**config.mk**
```make
export PLATFORM = sky130hd
export DESIGN_NAME = stepper_gate_sequencer_top
export DESIGN_NICKNAME = d
export VERILOG_FILES = /design/src/rtl/sgs_pkg.sv /design/src/rtl/stepper_gate_sequencer_top.sv
export SDC_FILE = /design/constraint.sdc
export NUM_CORES = 1
export LEC_CHECK = 0
export BUFFER_PORTS_ARGS = -buffer_cell sky130_fd_sc_hd__buf_4
export CAP_MARGIN = 20
export CORE_ASPECT_RATIO = 1.1
export CORE_MARGIN = 3
export CORE_UTILIZATION = 40
export CTS_CLUSTER_DIAMETER = 120
export DETAILED_ROUTE_END_ITERATION = 7
export PLACE_DENSITY = 0.62
export SLEW_MARGIN = 10
export SYNTH_ARGS = -nofsm -noshare
export SYNTH_HDL_FRONTEND = slang
export SYNTH_SLANG_ARGS = --single-unit
```
**constraint.sdc**
```tcl
create_clock -name clk -period 7.8 [get_ports clk]
set_input_delay 1.17 -clock clk [delete_from_list [all_inputs] [get_ports clk]]
set_output_delay 1.17 -clock clk [all_outputs]
set_load 0.01 [all_outputs]
```
**src/rtl/sgs_pkg.sv**
```systemverilog
// Package for the stepper gate sequencer: operation, status and outcome codes,
// register indexes, the half-step coil table and the motion mode type.
// No dependencies.
`timescale 1ns / 1ps
`default_nettype none

package sgs_pkg;

	// field widths
	localparam int OP_W        = 3;
	localparam int STATUS_W    = 3;
	localparam int OUTCOME_W   = 2;
	localparam int COIL_W      = 4;
	localparam int GATE_STEP_W = 16;
	localparam int CHUNK_W     = 10;
	localparam int PHASE_W     = 3;
	localparam int PHASE_COUNT = 8;

	// defaults
	localparam int STEP_COUNT_WIDTH_DEF = 16;
	localparam logic [GATE_STEP_W-1:0] GATE_STEPS_RST  = 16'd1024;
	localparam logic [CHUNK_W-1:0]     CHECK_CHUNK_RST = 10'd64;

	// configuration port
	localparam int CFG_ADDR_W = 3;
	localparam int CFG_DATA_W = 32;
	localparam logic REG_GATE_STEPS  = 1'b0;
	localparam logic REG_CHECK_CHUNK = 1'b1;

	// operation codes
	localparam logic [OP_W-1:0] OP_TICK    = 3'd0;
	localparam logic [OP_W-1:0] OP_OPEN    = 3'd1;
	localparam logic [OP_W-1:0] OP_CLOSE   = 3'd2;
	localparam logic [OP_W-1:0] OP_CHECKED = 3'd3;
	localparam logic [OP_W-1:0] OP_HOME    = 3'd4;

	// gate status codes
	localparam logic [STATUS_W-1:0] ST_CLOSED    = 3'd0;
	localparam logic [STATUS_W-1:0] ST_OPEN      = 3'd1;
	localparam logic [STATUS_W-1:0] ST_OPENING   = 3'd2;
	localparam logic [STATUS_W-1:0] ST_CLOSING   = 3'd3;
	localparam logic [STATUS_W-1:0] ST_REVERSING = 3'd4;

	// close outcome codes
	localparam logic [OUTCOME_W-1:0] OUT_NONE    = 2'd0;
	localparam logic [OUTCOME_W-1:0] OUT_DONE    = 2'd1;
	localparam logic [OUTCOME_W-1:0] OUT_ABORTED = 2'd2;

	// motion mode, one-hot
	typedef enum logic [5:0] {
		MODE_IDLE      = 6'b000001,
		MODE_OPENING   = 6'b000010,
		MODE_CLOSING   = 6'b000100,
		MODE_CHECKED   = 6'b001000,
		MODE_REVERSING = 6'b010000,
		MODE_HOMING    = 6'b100000
	} mode_t;

	// half-step coil pattern for each phase
	function automatic logic [COIL_W-1:0] half_step_drive(input logic [PHASE_W-1:0] ph);
		logic [COIL_W-1:0] d;
		case (ph)
			3'd0:    d = 4'h1;
			3'd1:    d = 4'h3;
			3'd2:    d = 4'h2;
			3'd3:    d = 4'h6;
			3'd4:    d = 4'h4;
			3'd5:    d = 4'hC;
			3'd6:    d = 4'h8;
			3'd7:    d = 4'h9;
			default: d = 4'h0;
		endcase
		return d;
	endfunction

endpackage

`default_nettype wire

```
**src/rtl/stepper_gate_sequencer_top.sv**
```systemverilog
// Top level of the stepper gate sequencer: input register, state update,
// result register and APB configuration registers. Depends on sgs_pkg.
`timescale 1ns / 1ps
`default_nettype none

// Stepper gate sequencer. Each input beat (a tick or a command) produces exactly
// one result beat that shows the coil drive, gate status, busy flag and last
// close outcome after the update. A beat is captured in an input register and
// is applied to the motion state once the result register can take it; one
// beat per cycle is sustained when the output side does not stall. The state
// update is a single step of the phase, step and chunk counters per beat.
// gate_steps is latched when a motion starts; check_chunk is read at each step.
// Registers: gate_steps at byte address 0, check_chunk at byte address 4.
module stepper_gate_sequencer_top #(
	parameter int STEP_COUNT_WIDTH = sgs_pkg::STEP_COUNT_WIDTH_DEF
) (
	input  wire                                 clk,
	input  wire                                 arst_n,
	// input channel
	input  wire                                 in_valid,
	output logic                                in_ready,
	input  wire  [sgs_pkg::OP_W-1:0]            operation,
	input  wire                                 obstacle,
	// result channel
	output logic                                out_valid,
	input  wire                                 out_ready,
	output logic [sgs_pkg::COIL_W-1:0]          coils,
	output logic [sgs_pkg::STATUS_W-1:0]        gate_status,
	output logic                                busy_res,
	output logic [sgs_pkg::OUTCOME_W-1:0]       close_outcome,
	// configuration
	input  wire                                 psel,
	input  wire                                 penable,
	input  wire                                 pwrite,
	input  wire  [sgs_pkg::CFG_ADDR_W-1:0]      paddr,
	input  wire  [sgs_pkg::CFG_DATA_W-1:0]      pwdata,
	output logic [sgs_pkg::CFG_DATA_W-1:0]      prdata,
	output logic                                pready
);

	localparam int SW = STEP_COUNT_WIDTH;

	// configuration registers
	logic [sgs_pkg::GATE_STEP_W-1:0] gate_steps_q;
	logic [sgs_pkg::CHUNK_W-1:0]     check_chunk_q;
	logic                            cfg_wr;

	assign pready = 1'b1;
	assign cfg_wr = psel & penable & pwrite;

	always_ff @(posedge clk or negedge arst_n) begin
		if (!arst_n) begin
			gate_steps_q  <= sgs_pkg::GATE_STEPS_RST;
			check_chunk_q <= sgs_pkg::CHECK_CHUNK_RST;
		end else if (cfg_wr) begin
			case (paddr[2])
				sgs_pkg::REG_GATE_STEPS:  gate_steps_q  <= pwdata[sgs_pkg::GATE_STEP_W-1:0];
				sgs_pkg::REG_CHECK_CHUNK: check_chunk_q <= pwdata[sgs_pkg::CHUNK_W-1:0];
				default: ;
			endcase
		end
	end

	// register readback
	always_comb begin
		case (paddr[2])
			sgs_pkg::REG_GATE_STEPS:
				prdata = {{(sgs_pkg::CFG_DATA_W-sgs_pkg::GATE_STEP_W){1'b0}}, gate_steps_q};
			sgs_pkg::REG_CHECK_CHUNK:
				prdata = {{(sgs_pkg::CFG_DATA_W-sgs_pkg::CHUNK_W){1'b0}}, check_chunk_q};
			default:
				prdata = '0;
		endcase
	end

	// input register
	logic                     valid_s1;
	logic [sgs_pkg::OP_W-1:0] op_s1;
	logic                     obstacle_s1;
	logic                     adv_s1;

	assign adv_s1   = valid_s1 & (~out_valid | out_ready);
	assign in_ready = ~valid_s1 | adv_s1;

	always_ff @(posedge clk or negedge arst_n) begin
		if (!arst_n) begin
			valid_s1 <= 1'b0;
		end else if (in_ready) begin
			valid_s1 <= in_valid;
		end
	end

	always_ff @(posedge clk) begin
		if (in_ready && in_valid) begin
			op_s1       <= operation;
			obstacle_s1 <= obstacle;
		end
	end

	// motion state
	logic [sgs_pkg::PHASE_W-1:0]   phase_q,  phase_n;
	sgs_pkg::mode_t                mode_q,   mode_n;
	logic                          open_q,   open_n;
	logic [SW-1:0]                 done_q,   done_n;
	logic [SW-1:0]                 target_q, target_n;
	logic [sgs_pkg::CHUNK_W-1:0]   chunk_q,  chunk_n;
	logic [sgs_pkg::COIL_W-1:0]    coil_q,   coil_n;
	logic [sgs_pkg::OUTCOME_W-1:0] outcome_q, outcome_n;
	logic [sgs_pkg::STATUS_W-1:0]  status_n;
	logic                          fwd;
	logic                          start;
	sgs_pkg::mode_t                start_mode;

	// command decode while idle
	always_comb begin
		start      = 1'b0;
		start_mode = sgs_pkg::MODE_IDLE;
		case (op_s1)
			sgs_pkg::OP_OPEN: begin
				start      = ~open_q;
				start_mode = sgs_pkg::MODE_OPENING;
			end
			sgs_pkg::OP_CLOSE: begin
				start      = open_q;
				start_mode = sgs_pkg::MODE_CLOSING;
			end
			sgs_pkg::OP_CHECKED: begin
				start      = open_q;
				start_mode = sgs_pkg::MODE_CHECKED;
			end
			sgs_pkg::OP_HOME: begin
				start      = 1'b1;
				start_mode = sgs_pkg::MODE_HOMING;
			end
			default: ;
		endcase
	end

	assign fwd = (mode_q == sgs_pkg::MODE_OPENING) || (mode_q == sgs_pkg::MODE_REVERSING);

	// next state for one beat
	always_comb begin
		phase_n   = phase_q;
		mode_n    = mode_q;
		open_n    = open_q;
		done_n    = done_q;
		target_n  = target_q;
		chunk_n   = chunk_q;
		coil_n    = coil_q;
		outcome_n = outcome_q;
		if (op_s1 == sgs_pkg::OP_TICK) begin
			if (mode_q != sgs_pkg::MODE_IDLE) begin
				if (done_q >= target_q) begin
					// motion complete: de-energize and record the position
					coil_n = '0;
					mode_n = sgs_pkg::MODE_IDLE;
					case (mode_q)
						sgs_pkg::MODE_OPENING:   open_n = 1'b1;
						sgs_pkg::MODE_CHECKED: begin
							open_n    = 1'b0;
							outcome_n = sgs_pkg::OUT_DONE;
						end
						sgs_pkg::MODE_REVERSING: outcome_n = sgs_pkg::OUT_ABORTED;
						default:                 open_n = 1'b0;
					endcase
				end else begin
					phase_n = fwd ? phase_q + 1'b1 : phase_q - 1'b1;
					coil_n  = sgs_pkg::half_step_drive(phase_n);
					done_n  = done_q + 1'b1;
					if (mode_q == sgs_pkg::MODE_CHECKED) begin
						chunk_n = chunk_q + 1'b1;
						// chunk boundary: obstacle check
						if (chunk_n == check_chunk_q) begin
							chunk_n = '0;
							if (done_n < target_q && obstacle_s1) begin
								target_n = done_n;
								done_n   = '0;
								mode_n   = sgs_pkg::MODE_REVERSING;
							end
						end
					end
				end
			end
		end else if (mode_q == sgs_pkg::MODE_IDLE && start) begin
			mode_n    = start_mode;
			done_n    = '0;
			target_n  = SW'(gate_steps_q);
			chunk_n   = '0;
			outcome_n = sgs_pkg::OUT_NONE;
		end
	end

	// status seen after the update
	always_comb begin
		case (mode_n)
			sgs_pkg::MODE_IDLE:      status_n = open_n ? sgs_pkg::ST_OPEN : sgs_pkg::ST_CLOSED;
			sgs_pkg::MODE_OPENING:   status_n = sgs_pkg::ST_OPENING;
			sgs_pkg::MODE_REVERSING: status_n = sgs_pkg::ST_REVERSING;
			default:                 status_n = sgs_pkg::ST_CLOSING;
		endcase
	end

	always_ff @(posedge clk or negedge arst_n) begin
		if (!arst_n) begin
			phase_q   <= '0;
			mode_q    <= sgs_pkg::MODE_IDLE;
			open_q    <= 1'b0;
			done_q    <= '0;
			target_q  <= '0;
			chunk_q   <= '0;
			coil_q    <= '0;
			outcome_q <= sgs_pkg::OUT_NONE;
		end else if (adv_s1) begin
			phase_q   <= phase_n;
			mode_q    <= mode_n;
			open_q    <= open_n;
			done_q    <= done_n;
			target_q  <= target_n;
			chunk_q   <= chunk_n;
			coil_q    <= coil_n;
			outcome_q <= outcome_n;
		end
	end

	// result register
	always_ff @(posedge clk or negedge arst_n) begin
		if (!arst_n) begin
			out_valid <= 1'b0;
		end else if (adv_s1) begin
			out_valid <= 1'b1;
		end else if (out_ready) begin
			out_valid <= 1'b0;
		end
	end

	always_ff @(posedge clk) begin
		if (adv_s1) begin
			coils         <= coil_n;
			gate_status   <= status_n;
			busy_res      <= (mode_n != sgs_pkg::MODE_IDLE);
			close_outcome <= outcome_n;
		end
	end

	// coils are off whenever no motion is running
	a_idle_coils_off: assert property (@(posedge clk) disable iff (!arst_n)
		(mode_q == sgs_pkg::MODE_IDLE) |-> (coil_q == '0))
		else $error("coils driven while idle");

	// step count never passes its target during a motion
	a_steps_bounded: assert property (@(posedge clk) disable iff (!arst_n)
		(mode_q != sgs_pkg::MODE_IDLE) |-> (done_q <= target_q))
		else $error("step count beyond target");

	// a command taken during a motion leaves the motion unchanged
	a_cmd_ignored_busy: assert property (@(posedge clk) disable iff (!arst_n)
		(adv_s1 && op_s1 != sgs_pkg::OP_TICK && mode_q != sgs_pkg::MODE_IDLE)
		|=> (mode_q == $past(mode_q) && done_q == $past(done_q)))
		else $error("command altered a running motion");

endmodule

`default_nettype wire
```
---- Word level (Yosys, flattened, before mapping) ----
Memory sizes are Yosys's and may differ from the RTL's.
Index checks and enable logic that the tools add are counted.
W data, S select, Z words.
operators by class
  add/subtract/negate cells ............... 4
  $lt $le $gt $ge ......................... 2
  equal/unequal tests ..................... 19
  multiplexer cells ....................... 47
  bitwise logic cells ..................... 10
  reductions and logical operators ........ 14
operators by type and width
  operator                 count
  $mux W16                 14
  $pmux W32 S2             1
  $mux W10                 6
  $mux W6                  7
  $pmux W6 S4              1
  $add A16 B1 Y16 const B  1
  $ge A16 B16 Y1           1
  $lt A16 B16 Y1           1
  $eq A6 B1 Y1 const B     2
  $eq A6 B2 Y1 const B     2
  $eq A6 B5 Y1 const B     2
  $mux W4                  3
  $ne A6 B1 Y1 const B     2
  $add A10 B1 Y10 const B  1
  $eq A10 B10 Y1           1
  $pmux W3 S3              1
  $mux W2                  4
  $ne A2 B1 Y1 const B     4
  $reduce_and A4 Y1        2
  $reduce_and A7 Y1        1
  $eq A3 B2 Y1 const B     2
  $eq A6 B4 Y1 const B     1
  $mux W1                  6
  $not A1 Y1               5
  other kinds (18)         25
storage, ports and cells
  register bits ........................... 100
  bits in read-only memories .............. 32
  bits of input ports ..................... 46
  output and inout bits ................... 45
  word-level logic and storage cells ...... 115
  memories kept ........................... 1
memory list
  name             depth  bits a word  rd ports  clocked after Yosys merged registers in  wr ports  line           source
  (no name shown)  8      4            1         0                                        0         sgs_pkg.sv:62  case (ph)

---- Logic depth before layout (Yosys ltp) ----
  depth after elaboration ................. 11
  gate-level depth with buffers ........... 16
  gate-level depth less buffers ........... 15

---- Least setup slack after synthesis ----
OpenSTA, ideal clock, no wires.
  kind .................................... input to output
  start point ............................. input port paddr[2] in the netlist's numbering
  end point ............................... output port prdata[6] in the netlist's numbering
  arrival ................................. 2155 ps
  required time ........................... 6630 ps
  setup slack ............................. 4475 ps
  stages on the path ...................... 3
  path buffers ............................ 2
  cells stage by stage .................... clkbuf_1 buf_1 mux2_2
on the way
  cells in the longest elaborated chain, start to end .. 2
ends and longest elaborated chain
  what                         line                              source
  start, declared              stepper_gate_sequencer_top.sv:35  input wire [sgs_pkg::CFG_ADDR_W-1:0] paddr,
  $not A1 Y1 (no source line)  n/a
  $pmux W32 S2 *               stepper_gate_sequencer_top.sv:66  case (paddr[2])
  end, declared                stepper_gate_sequencer_top.sv:37  output logic [sgs_pkg::CFG_DATA_W-1:0] prdata,
Every way passes the cells marked *; elsewhere a longest branch is shown, timed or not. The select of a mux whose other input is x is not followed.

---- Worst setup path in the final report ----
  start point ............................. register done_q[0]
  end point ............................... register done_q[10]
on the way
  cells in the longest elaborated chain, start to end .. 9
  elaborated cells between the ends (all ways) .. 12
  those cells by class .................... add/sub: 1; order compare: 2; eq/ne: 1; mux: 6; reduce/logical: 2
ends and longest elaborated chain
  what                    line                               source
  start, declared         stepper_gate_sequencer_top.sv:104  logic [SW-1:0] done_q, done_n;
  start signal, assigned  stepper_gate_sequencer_top.sv:217  done_q <= done_n;
  $add A16 B1 Y16         stepper_gate_sequencer_top.sv:169  done_n = done_q + 1'b1;
  $lt A16 B16 Y1          stepper_gate_sequencer_top.sv:175  if (done_n < target_q && obstacle_s1) begin
  $logic_and A1 B1 Y1     stepper_gate_sequencer_top.sv:175
  $mux W16                stepper_gate_sequencer_top.sv:175
  $mux W16                stepper_gate_sequencer_top.sv:173  if (chunk_n == check_chunk_q) begin
  $mux W16                stepper_gate_sequencer_top.sv:170  if (mode_q == sgs_pkg::MODE_CHECKED) begin
  $mux W16                stepper_gate_sequencer_top.sv:153  if (done_q >= target_q) begin
  $mux W16                stepper_gate_sequencer_top.sv:152  if (mode_q != sgs_pkg::MODE_IDLE) begin
  $mux W16                stepper_gate_sequencer_top.sv:151  if (op_s1 == sgs_pkg::OP_TICK) begin
Several ways; a longest one is shown, not always the timed one. The select of a mux whose other input is x is not followed.
A chain may end at the register's enable or synchronous reset.

==> reports/metrics.yaml <==
cap_violations: 0
p_comb_share_pct: 32.1
htreeDepth: 3
syn_inst: 646
path_class: "flip-flop to flip-flop"
p_int_mw: 1.20
period_share_pct: 55.8
syn_area_per_cell_um2: 9.65
die_y_um: 137
seq_power_share_pct: 41.2
final_hold_viol_count: 0
antenna-diode-count: 0
tightest_slew_ps: 983
post_cts_buffers: 0
vias: 4835
firstDrtPassIters: 5
numCtsBuffers: 9
ys_types: 65
fin_crit_ps: 4360
slew_headroom_pct: 34.1
overflow: 0
setup_violations: 0
synth-main-ff-cell: "dfrtp_1"
grt_pass1_vias: 4883
p_clk_share_pct: 26.7
synth_seq_cells: 100
fin_skew_ps: 11.9
path_clk_slew_ps: 70
die_w_um: 125
cts_root_buffer: "clkbuf_16"
ys_seq_area_share_pct: 41.3
grt_pass1_wl_um: 23700
wl_per_cell_um: 16.1
ys_warn_count: 0
die-area_um2: 17100
ant_nets: 0
p_per_area_nw_per_um2: 260
gp_congestion: 0.914
dpl.cell_count: 874
ir_worst_vdd_mv: 0.138
required_ps: 8050
p_sw_share_pct: 34.4
clk_latency_ps: 360
wl_um: 14400
crit_fanout: 14
layout_common_cells: "nand2_1 (83), dfrtp_1 (83), buf_4 (59)"
nets: 773
cts.sink_count: 100
grt_max_degree: 49
cts_resized: 0
r2r_start: "done_q[0]"
fillers: 1434
worstHoldStart: "coil_q[1]"
drive_gt1_share_pct: 19.3
timing.setup.tns_ps: 0
worstSetupStartpointType: "flip-flop"
ioPinCount: 91
via_per_inst: 5.43
core_area_um2: 15200
p_sw_mw: 0.632
p_leak_nw: 3.19
hold-worst-slack_ps: 482
clock.fmax_mhz: 230
io_buffers: 55
instances_no_fill: 890
synth_edf_count: 14
reg2reg_depth: 13
drv_slew: 0
ys_async_sr_fraction_pct: 86.0
rsz0062_at_grt: "no"
status: "finished clean"
place.detailed.hpwl_um: 10600
start_util_pct: 41.1
drc: 0
cts_tree: "yes"
end_kind: "flip-flop"
synth_area_um2: 6230
hold_path_depth: 2
cts_buffer_depth: 2
antenna_found_initial: 0
fp-row-count: 47
setup.worst_path.start: "done_q[0]"
hold_buffers: 0
syn_to_final_growth_pct: 13.3
min_path_type: "flip-flop to flip-flop"
grt_util_all_layers_pct: 17.1
drt-initial-drc-count: 273
arrival_ps: 4600
-- routing by layer --
layer | wire (um) | share of wire, % | up-vias | track usage (%)
met4 | 312 | 2.2 | 0 | 6.75
met3 | 609 | 4.2 | 19 | 3.43
met2 | 7180 | 50 | 122 | 29.6
li1 | - | - | 2347 | -
met1 | 6270 | 44 | 2347 | 21.0
met5 | 0 | 0 | - | 0
-- critical path, cell delays in order, from the launching register on --
cell	delay [ps]
dfrtp_1	550
ha_1	340
nand2_1	250
nor4_1	440
xnor2_1	230
inv_1	70
ha_1	290
nor2b_1	130
o21ai_0	140
o2111ai_1	240
nor4b_4	590
nand2b_1	580
o21ai_0	180
a21o_1	220
-- registers in the layout (all words and copies together), names as in the netlist --
register and flops:
close_outcome 2, chunk_q 10, coil_q 4, obstacle_s1 1, coils 4, gate_steps_q 16, target_q 16, open_q 1
op_s1 3, phase_q 3, outcome_q 2, gate_status 3, done_q 16, valid_s1 1, mode_q 6, out_valid 1
check_chunk_q 10, busy_res 1
-- power by group through the flow --
stage	Combinational, mW	Sequential, mW	Clock (mW)
final	0.590	0.757	0.490
after global routing	0.671	0.774	0.522
after CTS	0.596	0.757	0.503
after detailed placement	0.592	0.767	0
after global placement	0.572	0.761	0
after floorplan	0.442	0.731	0
-- worst paths after layout --
check / end / slack [ps]
worst min-delay path: coil_q[1] / 480
worst max register to register: done_q[10] / 3440
worst max-delay path: done_q[10] / 3440
max in group asynchronous: done_q[3] / 5990
min in group asynchronous: coil_q[1] / 780
worst min register to register: coil_q[1] / 480
-- final cells by class --
class	instances	area, um^2	share of cell area, %
Clock inverter	7	97.6	1.38
Inverter	36	135	1.91
Multi-Input combinational cell	483	3330	47.3
Clock buffer	9	225	3.19
Tap cell	196	245	3.48
Sequential cell	100	2580	36.5
Timing Repair Buffer	59	443	6.28
-- logic make-up (layout without fill, tap and decap cells) --
group	after synthesis	in the layout	share of synthesized area (%)
buffers and inverters	78	111	6.12
XOR/XNOR	32	32	4.50
multiplexers	46	46	8.15
flip-flops	100	100	41.3
other	2	17	0.121
AND/OR/NAND/NOR	201	201	16.2
adder cells (fa/ha/maj)	38	38	7.75
AO/OA/AOI/OAI	149	149	15.8
-- per-stage QoR --
step / cell area, um^2 / worst slack, ps / total power [mW] / util (%)
5_1_grt: 7060 / 3070 / 1.97 / 46.5
4_1_cts: 7060 / 3410 / 1.86 / 46.5
6_report: 7060 / 3440 / 1.84 / 46.5
3_5_place_dp: 6730 / 3430 / 1.36 / 44.4
3_3_place_gp: 6730 / 3480 / 1.33 / 44.4
2_1_floorplan: 6290 / 4470 / 1.17 / -
-- Yosys cell counts, types with 3 or more instances --
cell type	instances	area [um^2]
dfrtp_1	83	2080
nand2_1	83	312
nor2_1	40	150
mux2_2	38	428
ha_1	37	463
inv_1	36	135
o21ai_0	36	180
a21oi_1	27	135
o31ai_1	20	150
xor2_1	19	166
buf_4	18	135
clkbuf_1	16	60.1
nand3_1	16	80.1
edfxtp_1	14	420
o21ai_1	13	65.1
xnor2_1	13	114
nor2b_1	12	75.1
mux2i_1	8	80.1
a21o_1	6	45.0
nand2b_1	6	37.5
nand4_1	6	37.5
nor3_1	6	30.0
o211ai_1	6	45.0
a22o_1	5	43.8
a31oi_1	5	31.3
and3_1	5	31.3
buf_2	5	25.0
nor4_1	5	31.3
a21boi_0	4	30.0
a211oi_1	3	22.5
and2_1	3	18.8
dfstp_2	3	78.8
o41ai_2	3	48.8
No activity file was read; power rests on OpenSTA's default activity.
